## config.mk

```make
export PLATFORM = sky130hd
export DESIGN_NAME = ps2_mouse_packet_cursor_tracker
export DESIGN_NICKNAME = d
export VERILOG_FILES = /design/src/rtl/core/ps2mct_pkg.sv /design/src/rtl/core/ps2_mouse_packet_cursor_tracker.sv /design/src/rtl/core/ps2mct_axis.sv /design/src/rtl/core/ps2mct_frame.sv
export SDC_FILE = /design/constraint.sdc
export NUM_CORES = 1
export LEC_CHECK = 0
export BUFFER_PORTS_ARGS = -buffer_cell sky130_fd_sc_hd__buf_2
export CORE_MARGIN = 8
export CORE_UTILIZATION = 35
export DETAILED_ROUTE_END_ITERATION = 12
export GPL_ROUTABILITY_DRIVEN = 0
export PLACE_DENSITY = 0.62
export SLEW_MARGIN = 20
export SYNTH_ARGS = -nofsm -noshare
export SYNTH_HDL_FRONTEND = slang
export SYNTH_SLANG_ARGS = --single-unit
```

## constraint.sdc

```tcl
create_clock -name clk -period 15.14 [get_ports clk]
set_clock_uncertainty 0.15 [all_clocks]
set_input_delay 1.514 -clock clk [delete_from_list [all_inputs] [get_ports clk]]
set_output_delay 1.514 -clock clk [all_outputs]
set_load 0.1 [all_outputs]
```

## src/rtl/core/ps2mct_pkg.sv

```systemverilog
// ----------------------------------------------------------------------------
// ps2mct_pkg
// shared constants, types and the delta decode for the cursor tracker
// ----------------------------------------------------------------------------
package ps2mct_pkg;

	localparam int MAX_SCREEN = 4096;
	localparam int POS_W      = $clog2(MAX_SCREEN);
	localparam int CFG_W      = 13;
	localparam int DELTA_W    = 10;
	localparam int SUM_W      = ((POS_W > DELTA_W) ? POS_W : DELTA_W) + 2;
	localparam int OVF_STEP   = 255;

	// register indexes
	localparam logic CFG_WIDTH  = 1'b0;
	localparam logic CFG_HEIGHT = 1'b1;

	localparam logic [CFG_W-1:0] WIDTH_RST  = CFG_W'(1024);
	localparam logic [CFG_W-1:0] HEIGHT_RST = CFG_W'(768);

	// header bit positions
	localparam int HDR_LEFT   = 0;
	localparam int HDR_RIGHT  = 1;
	localparam int HDR_MIDDLE = 2;
	localparam int HDR_XSIGN  = 4;
	localparam int HDR_YSIGN  = 5;
	localparam int HDR_XOVF   = 6;
	localparam int HDR_YOVF   = 7;

	typedef enum logic [2:0] {
		SLOT_HDR = 3'b001,
		SLOT_X   = 3'b010,
		SLOT_Y   = 3'b100
	} slot_t;

	typedef struct packed {
		logic       done;
		logic [7:0] header;
		logic [7:0] x_byte;
		logic [7:0] y_byte;
	} frame_pkt_t;

	// 9-bit delta plus overflow extension in the sign direction
	function automatic logic signed [DELTA_W-1:0] mouse_delta(
		input logic [7:0] low,
		input logic       neg,
		input logic       ovf
	);
		logic signed [DELTA_W-1:0] d;
		d = DELTA_W'($signed({neg, low}));
		if (ovf) begin
			if (neg)
				d = d - $signed(DELTA_W'(OVF_STEP));
			else
				d = d + $signed(DELTA_W'(OVF_STEP));
		end
		return d;
	endfunction

endpackage

```

## src/rtl/core/ps2_mouse_packet_cursor_tracker.sv

```systemverilog
// ----------------------------------------------------------------------------
// ps2_mouse_packet_cursor_tracker
// ps2 mouse three-byte packet decoder with clamped cursor position
// ----------------------------------------------------------------------------
// Takes one mouse byte per word on the input channel. The first byte after
// reset is dropped; the rest are framed as header, x delta, y delta. When the
// y byte arrives the cursor moves by +dx and -dy (screen y grows downward),
// each axis clamped to 0..size-1, the buttons are latched from the header and
// one word goes out. Header and x bytes produce no output word. A new byte can
// be taken every cycle while the output side keeps up: one input register stage
// feeds the framing and axis logic, whose result lands in the output register,
// so the word for a y byte passes the input register and then the output
// register, and throughput is one byte per cycle. The output register also
// holds the tracked cursor state, so a stalled output stalls only a y byte;
// header and x bytes still pass. Screen width and height are written on the
// cfg port (index 0 width, index 1 height); a size of 0 acts as 1 and a size
// above 4096 acts as 4096. A new size takes effect on the next completed
// packet.
// ----------------------------------------------------------------------------
module ps2_mouse_packet_cursor_tracker (
	input  logic                                clk,
	input  logic                                arst_n,
	// byte input
	input  logic                                in_valid,
	output logic                                in_ready,
	input  logic [7:0]                          rx_byte,
	// cursor output
	output logic                                out_valid,
	input  logic                                out_ready,
	output logic [ps2mct_pkg::POS_W-1:0]        cursor_x,
	output logic [ps2mct_pkg::POS_W-1:0]        cursor_y,
	output logic                                left_pressed,
	output logic                                middle_pressed,
	output logic                                right_pressed,
	// config writes
	input  logic                                cfg_we,
	input  logic                                cfg_index,
	input  logic [ps2mct_pkg::CFG_W-1:0]        cfg_data
);

	// screen size registers
	logic [ps2mct_pkg::CFG_W-1:0] width_q;
	logic [ps2mct_pkg::CFG_W-1:0] height_q;

	// input stage
	logic       valid_s1;
	logic [7:0] byte_s1;

	// output stage, doubles as cursor and button state
	logic                         out_valid_q;
	logic [ps2mct_pkg::POS_W-1:0] pos_x_q;
	logic [ps2mct_pkg::POS_W-1:0] pos_y_q;
	logic [2:0]                   buttons_q;

	ps2mct_pkg::frame_pkt_t               pkt;
	logic                                 out_free;
	logic                                 take;
	logic signed [ps2mct_pkg::DELTA_W-1:0] dx;
	logic signed [ps2mct_pkg::DELTA_W-1:0] dy;
	logic [ps2mct_pkg::POS_W-1:0]         pos_x_nxt;
	logic [ps2mct_pkg::POS_W-1:0]         pos_y_nxt;

	always_ff @(posedge clk or negedge arst_n) begin
		if (!arst_n) begin
			width_q  <= ps2mct_pkg::WIDTH_RST;
			height_q <= ps2mct_pkg::HEIGHT_RST;
		end else if (cfg_we) begin
			case (cfg_index)
				ps2mct_pkg::CFG_WIDTH:  width_q  <= cfg_data;
				ps2mct_pkg::CFG_HEIGHT: height_q <= cfg_data;
				default: ;
			endcase
		end
	end

	// output slot is free when empty or being drained this cycle
	assign out_free = !out_valid_q || out_ready;
	// the staged byte moves on unless it completes a packet and output is blocked
	assign take     = valid_s1 && (!pkt.done || out_free);
	assign in_ready = !valid_s1 || take;

	always_ff @(posedge clk or negedge arst_n) begin
		if (!arst_n) begin
			valid_s1 <= 1'b0;
		end else if (in_ready) begin
			valid_s1 <= in_valid;
		end
	end

	always_ff @(posedge clk) begin
		if (in_ready && in_valid)
			byte_s1 <= rx_byte;
	end

	ps2mct_frame u_frame (
		.clk      (clk),
		.arst_n   (arst_n),
		.byte_vld (valid_s1),
		.byte_in  (byte_s1),
		.take     (take),
		.pkt      (pkt)
	);

	// deltas from header sign and overflow bits
	assign dx = ps2mct_pkg::mouse_delta(pkt.x_byte,
		pkt.header[ps2mct_pkg::HDR_XSIGN], pkt.header[ps2mct_pkg::HDR_XOVF]);
	assign dy = ps2mct_pkg::mouse_delta(pkt.y_byte,
		pkt.header[ps2mct_pkg::HDR_YSIGN], pkt.header[ps2mct_pkg::HDR_YOVF]);

	ps2mct_axis u_axis_x (
		.pos      (pos_x_q),
		.delta    (dx),
		.sub      (1'b0),
		.size     (width_q),
		.pos_next (pos_x_nxt)
	);

	// y is subtracted, screen y grows downward
	ps2mct_axis u_axis_y (
		.pos      (pos_y_q),
		.delta    (dy),
		.sub      (1'b1),
		.size     (height_q),
		.pos_next (pos_y_nxt)
	);

	always_ff @(posedge clk or negedge arst_n) begin
		if (!arst_n) begin
			out_valid_q <= 1'b0;
			pos_x_q     <= '0;
			pos_y_q     <= '0;
			buttons_q   <= '0;
		end else begin
			if (out_free)
				out_valid_q <= take && pkt.done;
			if (take && pkt.done) begin
				pos_x_q   <= pos_x_nxt;
				pos_y_q   <= pos_y_nxt;
				buttons_q <= {pkt.header[ps2mct_pkg::HDR_MIDDLE],
					pkt.header[ps2mct_pkg::HDR_RIGHT],
					pkt.header[ps2mct_pkg::HDR_LEFT]};
			end
		end
	end

	assign out_valid      = out_valid_q;
	assign cursor_x       = pos_x_q;
	assign cursor_y       = pos_y_q;
	assign left_pressed   = buttons_q[0];
	assign right_pressed  = buttons_q[1];
	assign middle_pressed = buttons_q[2];

endmodule

```

## src/rtl/core/ps2mct_axis.sv

```systemverilog
// ----------------------------------------------------------------------------
// ps2mct_axis
// one cursor axis: apply a delta and clamp to the screen size
// ----------------------------------------------------------------------------
module ps2mct_axis (
	input  logic [ps2mct_pkg::POS_W-1:0]          pos,
	input  logic signed [ps2mct_pkg::DELTA_W-1:0] delta,
	input  logic                                  sub,
	input  logic [ps2mct_pkg::CFG_W-1:0]          size,
	output logic [ps2mct_pkg::POS_W-1:0]          pos_next
);

	logic signed [ps2mct_pkg::SUM_W-1:0] dext;
	logic signed [ps2mct_pkg::SUM_W-1:0] sum;
	logic signed [ps2mct_pkg::SUM_W-1:0] top_ext;
	logic [ps2mct_pkg::POS_W-1:0]        top;

	// largest legal coordinate, zero size acts as one
	always_comb begin
		if (size == '0)
			top = '0;
		else if (size > ps2mct_pkg::CFG_W'(ps2mct_pkg::MAX_SCREEN))
			top = ps2mct_pkg::POS_W'(ps2mct_pkg::MAX_SCREEN - 1);
		else
			top = ps2mct_pkg::POS_W'(size - ps2mct_pkg::CFG_W'(1));
	end

	always_comb begin
		dext    = ps2mct_pkg::SUM_W'(delta);
		top_ext = $signed({{(ps2mct_pkg::SUM_W-ps2mct_pkg::POS_W){1'b0}}, top});
		sum     = $signed({{(ps2mct_pkg::SUM_W-ps2mct_pkg::POS_W){1'b0}}, pos})
			+ (sub ? -dext : dext);
		if (sum < 0)
			pos_next = '0;
		else if (sum > top_ext)
			pos_next = top;
		else
			pos_next = sum[ps2mct_pkg::POS_W-1:0];
	end

endmodule

```

## src/rtl/core/ps2mct_frame.sv

```systemverilog
// ----------------------------------------------------------------------------
// ps2mct_frame
// byte framing: drops the first byte, then tracks header / x / y slots
// ----------------------------------------------------------------------------
module ps2mct_frame (
	input  logic                   clk,
	input  logic                   arst_n,
	input  logic                   byte_vld,
	input  logic [7:0]             byte_in,
	input  logic                   take,
	output ps2mct_pkg::frame_pkt_t pkt
);

	logic              skip_q;
	ps2mct_pkg::slot_t slot_q;
	logic [7:0]        header_q;
	logic [7:0]        x_byte_q;

	always_comb begin
		pkt.done   = byte_vld && !skip_q && (slot_q == ps2mct_pkg::SLOT_Y);
		pkt.header = header_q;
		pkt.x_byte = x_byte_q;
		pkt.y_byte = byte_in;
	end

	always_ff @(posedge clk or negedge arst_n) begin
		if (!arst_n) begin
			skip_q <= 1'b1;
			slot_q <= ps2mct_pkg::SLOT_HDR;
		end else if (take) begin
			if (skip_q) begin
				skip_q <= 1'b0;
			end else begin
				case (slot_q)
					ps2mct_pkg::SLOT_X: slot_q <= ps2mct_pkg::SLOT_Y;
					ps2mct_pkg::SLOT_Y: slot_q <= ps2mct_pkg::SLOT_HDR;
					default:            slot_q <= ps2mct_pkg::SLOT_X;
				endcase
			end
		end
	end

	// payload bytes, no reset
	always_ff @(posedge clk) begin
		if (take && !skip_q) begin
			case (slot_q)
				ps2mct_pkg::SLOT_X: x_byte_q <= byte_in;
				ps2mct_pkg::SLOT_Y: ;
				default:            header_q <= byte_in;
			endcase
		end
	end

endmodule

```

==> impl_metrics.toml, run 1 <==
[setup_path]
critPathKind = "flop to flop"
max_stage_delay_ns = 0.56
r2r-start = "u_frame.header_q[4]"
end_kind = "flop"
path_max_fanout = 10
slowest_stage = "and3_1"
regToRegEndpoint = "cursor_x[9]"
crit_buf_inv = 2
critPathArrivalTime_ns = 6.24
crit_top_cell = "a21oi_1"
reg2reg_depth = 24
crit_family = "compound AO/OA/AOI/OAI gates"
reg2reg_slack_ns = 8.98
crit_path_cell_trace = "inv_1 > ha_1 > a21o_1 > a21oi_1 > o21bai_1 > a21oi_1 > xnor2_1 > mux2_2 > ha_1 > or2_2 > a21oi_1 > a21oi_1 > a21oi_1 > xor2_1 > inv_1 > ha_1 > a211oi_1 > o21ai_0 > a211oi_1 > a211oi_1 > o211ai_1 > and3_1 > mux2_4 > a22o_1"
start_kind = "flop"
cp.required_ns = 15.22

[floorplan]
coreArea_sq_um = 17800
initial_core_util_pct = 35.5
dieArea_sq_um = 22700
die_y_microns = 151
placementRows = 49
boundaryPins = 56
die_x_microns = 151

[clock_tree]
clk_path_buf_depth = 2
clk_latency_ns = 0.35
htreeDepth = 3
cts_buffers = 9
cts_sinks = 82
cts_hold_buf = 0
post_cts_resized = 0
cts_setup_buffers = 0
clock-root-buffer = "clkbuf_16"
clkTransAtPathRegs_ns = 0.07
cts_tree = "yes"

[timing]
timing.setup.tns_ns = 0
finalCritPeriodShare_pct = 40.7
tightestPinTransition_ns = 0.775
setup_viol = 0
slew_headroom_pct = 48.2
timing.fmax_ghz = 0.162
slew_viol_final = 0
rsz0062_at_grt = "false"
min_period_ns = 6.16
hold_viol = 0

[place]
port_buffers = 55
dp_cells = 920
dp_hpwl_microns = 11900

[global_routing]
grt_max_degree = 60
grt_pass1_wl_microns = 25200
antenna_found_initial = 0
grt_util_all_layers_pct = 14.2
grt_pass1_vias = 4927
grt-ovfl-total = 0

[run]
drv_cap = 0

[power]
power_density_nw_per_um2 = 240
peakVddDrop_uv = 135
power_leakage_uw = 0.00335
power.internal_uw = 851
seqPwrFrac_pct = 20.1
p_sw_uw = 876
p_total_uw = 1730
p_sw_share_pct = 50.7
p_clk_share_pct = 13.6
combPwrFrac_pct = 66.3

[routing]
route.detailed.drc = 0
ant_nets = 0
drt_iter0_markers = 286
wl_microns = 15100
vias = 4912
routedWlPerCell_microns = 16.2
vias_per_cell = 5.25
first_pass_iters = 5

[layout]
postLayoutCoreUtil_pct = 40.3
final_common_cell = "ha_1"
fin_cells = 936
areaGrowthSynthToFinish_pct = 13.5
final_cell_mix = "ha_1 (71), buf_2 (55), inv_1 (54), dfrtp_1 (54), nand2_1 (46)"
fin_nets = 804
drive_gt1_share_pct = 18.4
antennaDiodeCount = 0
fillers = 1771

[synthesis]
yosysWarnings = 0
syn_avg_cell_area_sq_um = 9.83
synth_top_flop_cell = "dfrtp_1"
async_reset_ff_share_pct = 72.0
ys_types = 60
synth_area_sq_um = 6340
synth_nets = 747
synth_edf_count = 23
syn_inst = 645
ys_seq_elements = 82
synth-seq-area-share_pct = 34.3

[worst_hold_path]
holdPathStages = 1
hold_start = "valid_s1"
hp-class = "flop to flop"
min_delay_worst_endpoint = "u_frame.skip_q"

[outcome]
status = "finished clean"
-- metrics by stage --
step / instance area (sq um) / hold slack (ns) / worst slack, ns
after floorplan: 6340 / 0.219 / 9.89
after global placement: 6870 / 0.221 / 9.20
after detailed placement: 6880 / 0.240 / 9.10
after CTS: 7190 / 0.249 / 9.06
after global routing: 7190 / 0.277 / 8.62
final: 7190 / 0.244 / 8.98
-- how the worst max path moves through the flow --
| stage | slack, ns | to | depth (start not counted) | from |
|---|---|---|---|---|
| after CTS | 9.06 | cursor_x[9] | 24 | u_frame.header_q[4] |
| after global routing | 8.62 | cursor_x[9] | 24 | u_frame.header_q[4] |
| after floorplan | 9.89 | cursor_x[10] | 25 | u_frame.header_q[4] |
| final | 8.98 | cursor_x[9] | 24 | u_frame.header_q[4] |
| after detailed placement | 9.10 | cursor_x[9] | 24 | u_frame.header_q[4] |
| after global placement | 9.20 | cursor_x[10] | 23 | u_frame.header_q[4] |
-- worst reg2reg max path, cell delays in order (launching register included) --
cell and delay (ns):
edfxtp_1 0.52, inv_1 0.32, ha_1 0.30, a21o_1 0.17
a21oi_1 0.24, o21bai_1 0.09, a21oi_1 0.24, xnor2_1 0.09
mux2_2 0.26, ha_1 0.32, or2_2 0.29, a21oi_1 0.20
a21oi_1 0.06, a21oi_1 0.18, xor2_1 0.23, inv_1 0.07
ha_1 0.21, a211oi_1 0.23, o21ai_0 0.17, a211oi_1 0.24
a211oi_1 0.11, o211ai_1 0.24, and3_1 0.56, mux2_4 0.35
a22o_1 0.20
-- state kept, by name, indices dropped and copies added (netlist names), 3 cells and up --
register,cells
u_frame.header_q,7
u_frame.slot_q,3
cursor_y,12
height_q,13
u_frame.x_byte_q,8
cursor_x,12
width_q,13
byte_s1,8
buttons_q,3
-- power groups by stage --
stage / Combinational [uW] / Sequential (uW) / Clock, uW
3_5_place_dp: 1140 / 354 / 0
5_1_grt: 1260 / 358 / 249
4_1_cts: 1150 / 350 / 240
3_3_place_gp: 1130 / 353 / 0
6_report: 1140 / 348 / 234
2_1_floorplan: 720 / 534 / 0
-- kinds of logic after synthesis --
| kind of cell | after synthesis | share of synthesized area, % |
|---|---|---|
| adders and majority gates | 77 | 15.6 |
| muxes | 61 | 10.5 |
| xor gates and xnor gates | 49 | 6.77 |
| buffers and inverters | 67 | 4.11 |
| DFF | 82 | 34.3 |
| and+or+nand+nor | 148 | 12.3 |
| AOI/OAI and AO/OA | 161 | 16.4 |
-- cell type report --
class	instances	area, sq um	share of cell area [%]
clock buffers	11	254	3.53
clock inverters	5	60.1	0.835
inverters	54	203	2.82
multi-input cells	496	3910	54.4
flip-flops and latches	82	2170	30.2
well taps	229	287	3.98
repair buffers	59	305	4.24
-- metal layers --
layer / vias to the layer above / track usage (%) / share of wire (%)
li1: 2457 / - / -
met1: 2358 / 18.0 / 47
met2: 77 / 23.5 / 47
met3: 20 / 2.71 / 3.6
met4: 0 / 5.05 / 1.9
met5: - / 0 / 0
-- synth_stat cells (3+ instances only) --
cell type,count,area [sq um]
nor2b_1,6,37.5
xnor2_1,30,263
ha_1,71,888
o21a_1,11,82.6
nor2_1,29,109
clkbuf_1,10,37.5
o211ai_1,5,37.5
nor3_1,11,55.1
dfstp_2,5,131
dfrtp_1,54,1350
xor2_1,19,166
edfxtp_1,23,691
a22o_1,10,87.6
mux2_2,37,417
nand4_1,5,31.3
nand2_1,46,173
or4_1,3,22.5
nand3_1,5,25.0
mux2i_1,22,220
nand3b_1,3,22.5
a21oi_1,41,205
a211oi_1,11,82.6
a22oi_1,3,22.5
inv_1,54,203
a21o_1,13,97.6
or3_1,3,18.8
fa_1,4,80.1
o21bai_1,9,67.6
o21ai_0,40,200
nand2b_1,18,113
nor4_1,5,31.3
(Power assumes the default switching activity.)
==> inputs of run 2 (changes only) <==
--- a/config.mk
+++ b/config.mk
@@ -10,7 +10,7 @@
 export CORE_UTILIZATION = 35
 export DETAILED_ROUTE_END_ITERATION = 12
 export GPL_ROUTABILITY_DRIVEN = 0
-export PLACE_DENSITY = 0.62
+export PLACE_DENSITY = 0.63
 export SLEW_MARGIN = 20
 export SYNTH_ARGS = -nofsm -noshare
 export SYNTH_HDL_FRONTEND = slang
==> constraint.sdc (replaced) <==
create_clock -name clk -period 5 [get_ports clk]
set_clock_uncertainty 0.15 [all_clocks]
set_input_delay 0.5 -clock clk [delete_from_list [all_inputs] [get_ports clk]]
set_output_delay 0.5 -clock clk [all_outputs]
set_load 0.1 [all_outputs]
==> impl_metrics.toml, run 2 (synthesized netlist as in run 1, its figures left out) <==
[setup_path]
reg2reg_slack_ns = -0.11
path_depth = 26
r2r-start = "u_frame.header_q[5]"
crit_buf_inv = 5
reg2reg_depth = 26
regToRegEndpoint = "cursor_y[8]"
end_kind = "flop"
crit_start = "u_frame.header_q[5]"
endpoint = "cursor_y[8]"
max_stage_delay_ns = 0.44
cp.required_ns = 5.12
path_max_fanout = 8
crit_family = "compound AO/OA/AOI/OAI gates"
critPathArrivalTime_ns = 5.23
start_kind = "flop"
crit_top_cell = "buf_4"
critPathKind = "flop to flop"
slowest_stage = "edfxtp_1"

[layout]
fin_cells = 1010
antennaDiodeCount = 0
drive_gt1_share_pct = 35.0
areaGrowthSynthToFinish_pct = 29.8
fillers = 1637
final_area_sq_um = 8220
fin_nets = 878
final_cell_mix = "buf_4 (75), ha_1 (58), buf_2 (55), dfrtp_1 (54), inv_1 (51)"
final_common_cell = "buf_4"
top_regs = "height_q x13, width_q x13"

[place]
port_buffers = 55
dp_cells = 978
dpl-instance-area_sq_um = 7360
place_ws_ns = -0.415
dp_hpwl_microns = 12400

[floorplan]
placementRows = 49
die_x_microns = 151
die_y_microns = 151
initial_core_util_pct = 35.5
coreArea_sq_um = 17800
dieArea_sq_um = 22700
boundaryPins = 56

[clock_tree]
clock-root-buffer = "clkbuf_16"
clkTransAtPathRegs_ns = 0.07
cts_sinks = 82
clk_latency_ns = 0.35
cts_tree = "yes"
clk_path_buf_depth = 2
cts_buffers = 9
htreeDepth = 3
cts_hold_buf = 0

[outcome]
status = "finished with violations"
violations = "setup timing"

[worst_hold_path]
hp-class = "primary input to async pin"

[global_routing]
grt-ovfl-total = 0
antenna_found_initial = 0
grt_util_all_layers_pct = 14.6
grt_pass1_vias = 5216
grt_max_degree = 60
grt_pass1_wl_microns = 26200

[power]
power_density_nw_per_um2 = 762
p_total_uw = 6270
power_leakage_uw = 0.00380
peakVddDrop_uv = 328

[routing]
routedWlPerCell_microns = 16.1
ant_nets = 0
first_pass_iters = 4
drt_iter0_markers = 312
vias_per_cell = 5.15
route.detailed.drc = 0
wl_microns = 16300
vias = 5200

[timing]
tightestPinTransition_ns = 0.831
rsz0062_at_grt = "true"
hold_viol = 0
setup_viol = 14
layout_setup_ws_ns = -0.110
finalCritPeriodShare_pct = 102
slew_viol_final = 0
timing.fmax_ghz = 0.196
holdWs_ns = 0.158
min_period_ns = 5.11
slew_headroom_pct = 44.2

[run]
drv_cap = 0
[run 2: cell count changes in the layout (fill, tap and decap cells not counted), moves of 12 or more]
cell / before / now
o21ai_0: 40 / 28
buf_4: 4 / 75
a21oi_1: 40 / 25
ha_4: 0 / 12
a21oi_2: 1 / 16
ha_1: 71 / 58
[run 2: area by class of cell]
| cell class | count | area (sq um) | area share, % |
|---|---|---|---|
| Sequential cell | 82 | 2170 | 26.4 |
| Timing Repair Buffer | 133 | 885 | 10.8 |
| Inverter | 54 | 205 | 2.50 |
| Tap cell | 229 | 287 | 3.48 |
| Multi-Input combinational cell | 496 | 4350 | 52.9 |
| Clock buffer | 12 | 268 | 3.26 |
| Clock inverter | 4 | 56.3 | 0.685 |
[run 2: metal layers]
layer  vias up  track usage [%]  wire, microns
li1       2594                -              -
met1      2523             18.5           7610
met2        64             24.6           7880
met3        19             2.98            544
met4         0             4.00            246
met5         -                0              0
[run 2: repair_timing]
| item | 4_1_cts | 5_1_grt |
|---|---|---|
| resized for setup | 41 | 46 |
| setup buffers | 10 | 7 |
| setup endpoints to repair | 23 | 24 |
| endpoints found under the hold margin | 0 | 0 |
| cloned | 0 | 0 |
| pin swaps | 50 | 60 |
[run 2: where the power goes]
part | switching, uW | internal [uW]
clock network | 292 | 435
registers | 186 | 870
logic | 2510 | 1970
total | 2990 | 3280
[run 2: per-stage QoR]
step | utilization, % | TNS [ns]
final | 46.1 | -0.888
after global routing | 46.1 | -5.63
after CTS | 44.4 | -0.439
after detailed placement | 41.3 | -5.15
after global placement | 41.2 | -5.08
after floorplan | - | 0
[run 2: worst min path at each step]
stage,end,depth (start not counted),from
2_1_floorplan,buttons_q[0],0,arst_n
3_3_place_gp,u_frame.skip_q,1,valid_s1
3_5_place_dp,u_frame.skip_q,1,valid_s1
4_1_cts,byte_s1[3],1,rx_byte[3]
5_1_grt,byte_s1[3],1,rx_byte[3]
6_report,cursor_x[9],2,arst_n
==> inputs of run 3 (changes only) <==
--- a/config.mk
+++ b/config.mk
@@ -6,11 +6,13 @@
 export NUM_CORES = 1
 export LEC_CHECK = 0
 export BUFFER_PORTS_ARGS = -buffer_cell sky130_fd_sc_hd__buf_2
-export CORE_MARGIN = 8
+export CORE_ASPECT_RATIO = 0.8
+export CORE_MARGIN = 2
 export CORE_UTILIZATION = 35
 export DETAILED_ROUTE_END_ITERATION = 12
 export GPL_ROUTABILITY_DRIVEN = 0
 export PLACE_DENSITY = 0.63
+export REMOVE_ABC_BUFFERS = 1
 export SLEW_MARGIN = 20
 export SYNTH_ARGS = -nofsm -noshare
 export SYNTH_HDL_FRONTEND = slang
==> impl_metrics.toml, run 3 (synthesized netlist as in run 1, its figures left out) <==
[outcome]
status = "finished with violations"
violations = "setup timing"

[layout]
antennaDiodeCount = 0
seq_area_sq_um = 2170
drive_gt1_share_pct = 39.4
final_common_cell = "buf_4"
fillers = 1616
final_cell_mix = "buf_4 (102), ha_1 (55), buf_2 (55), dfrtp_1 (54), inv_1 (51)"
fin_nets = 914
top_regs = "height_q x13, width_q x13"
multi_input_area_sq_um = 4460
areaGrowthSynthToFinish_pct = 35.3

[global_routing]
grt_max_degree = 60
grt_pass1_wl_microns = 28300
grt_pass1_vias = 5364
antenna_found_initial = 0
grt_util_all_layers_pct = 18.5
grt-ovfl-total = 0

[clock_tree]
htreeDepth = 3
cts_hold_buf = 0
cts_tree = "yes"
cts_sinks = 82
clock-root-buffer = "clkbuf_16"
clk_latency_ns = 0.36
clk_path_buf_depth = 2
clkTransAtPathRegs_ns = 0.07
cts_buffers = 9

[floorplan]
boundaryPins = 56
die_x_microns = 154
initial_core_util_pct = 36.1
coreArea_sq_um = 17500
dieArea_sq_um = 19200
placementRows = 43
die_y_microns = 124

[routing]
vias_per_cell = 5.19
route.detailed.drc = 0
vias = 5409
first_pass_iters = 5
routedWlPerCell_microns = 17.0
drt_iter0_markers = 298
ant_nets = 0
wl_microns = 17700

[timing]
layout_setup_ws_ns = -0.288
min_period_ns = 5.29
hold_viol = 0
finalCritPeriodShare_pct = 106
rsz0062_at_grt = "true"
timing.fmax_ghz = 0.189
timing.setup.tns_ns = -4.28
slew_viol_final = 0
tightestPinTransition_ns = 1.02
setup_viol = 24
slew_headroom_pct = 32.1
holdWs_ns = 0.163

[setup_path]
max_stage_delay_ns = 0.42
slowest_stage = "edfxtp_1"
r2r-start = "byte_s1[1]"
start_kind = "flop"
crit_top_cell = "o21ai_1"
end_kind = "flop"
crit_start = "byte_s1[1]"
critPathKind = "flop to flop"
cp.required_ns = 5.07
path_max_fanout = 5
critPathArrivalTime_ns = 5.35

[run]
drv_cap = 0

[place]
port_buffers = 55
dp_hpwl_microns = 12400

[worst_hold_path]
hp-class = "primary input to async pin"
## run 3: final cells by class
class	instances	area share [%]
Multi-Input combinational cell	496	52.1
Sequential cell	82	25.3
Timing Repair Buffer	169	13.7
Tap cell	225	3.28
Clock buffer	10	2.67
Inverter	54	2.36
Clock inverter	6	0.569
## run 3: timing repair
action                     in CTS  in global routing
pin swaps                      55                 25
setup endpoints to repair      24                 24
buffers inserted               21                 11
gates resized for setup        90                 42
## run 3: per-layer routing
metal	global-route usage, %	vias up	part of all wire, %
met5	0	-	0
met4	4.36	0	0.75
met3	3.44	11	4.6
met2	27.4	113	44
met1	27.8	2619	51
li1	-	2666	-
## run 3: path summary, 6_finish.rpt
kind	to	slack (ns)	cells after the start
setup / recovery	cursor_y[0]	-0.29	28
min in group clk	byte_s1[5]	0.17	1
setup reg to reg	cursor_y[0]	-0.29	28
hold reg to reg	u_frame.skip_q	0.24	1
hold / removal	buttons_q[1]	0.16	2
max in group asynchronous	cursor_y[5]	3.97	2
## run 3: critical path: cells and delay by family, from the launching register on
| family | cells | cell delay [ns] |
|---|---|---|
| mux | 1 | 0.19 |
| simple gates | 3 | 0.24 |
| fa+ha+maj | 3 | 0.89 |
| buf+inv | 5 | 0.71 |
| compound gates | 15 | 2.41 |
| xor+xnor | 1 | 0.13 |
| flops | 1 | 0.42 |
## run 3: stage by stage
| step | area, sq um | utilization [%] | worst slack (ns) | std cells |
|---|---|---|---|---|
| 2_1_floorplan | 6280 | - | -0.748 | 632 |
| 3_3_place_gp | 7470 | 42.6 | -0.482 | 996 |
| 3_5_place_dp | 7470 | 42.6 | -0.511 | 996 |
| 4_1_cts | 8300 | 47.3 | -0.0633 | 1033 |
| 5_1_grt | 8580 | 48.9 | -0.546 | 1042 |
| 6_report | 8580 | 48.9 | -0.288 | 1042 |
Power of run 3 is left out: the tool's default activity adds up to more than one toggle a clock period on the data nets, which glitch-free logic cannot reach.
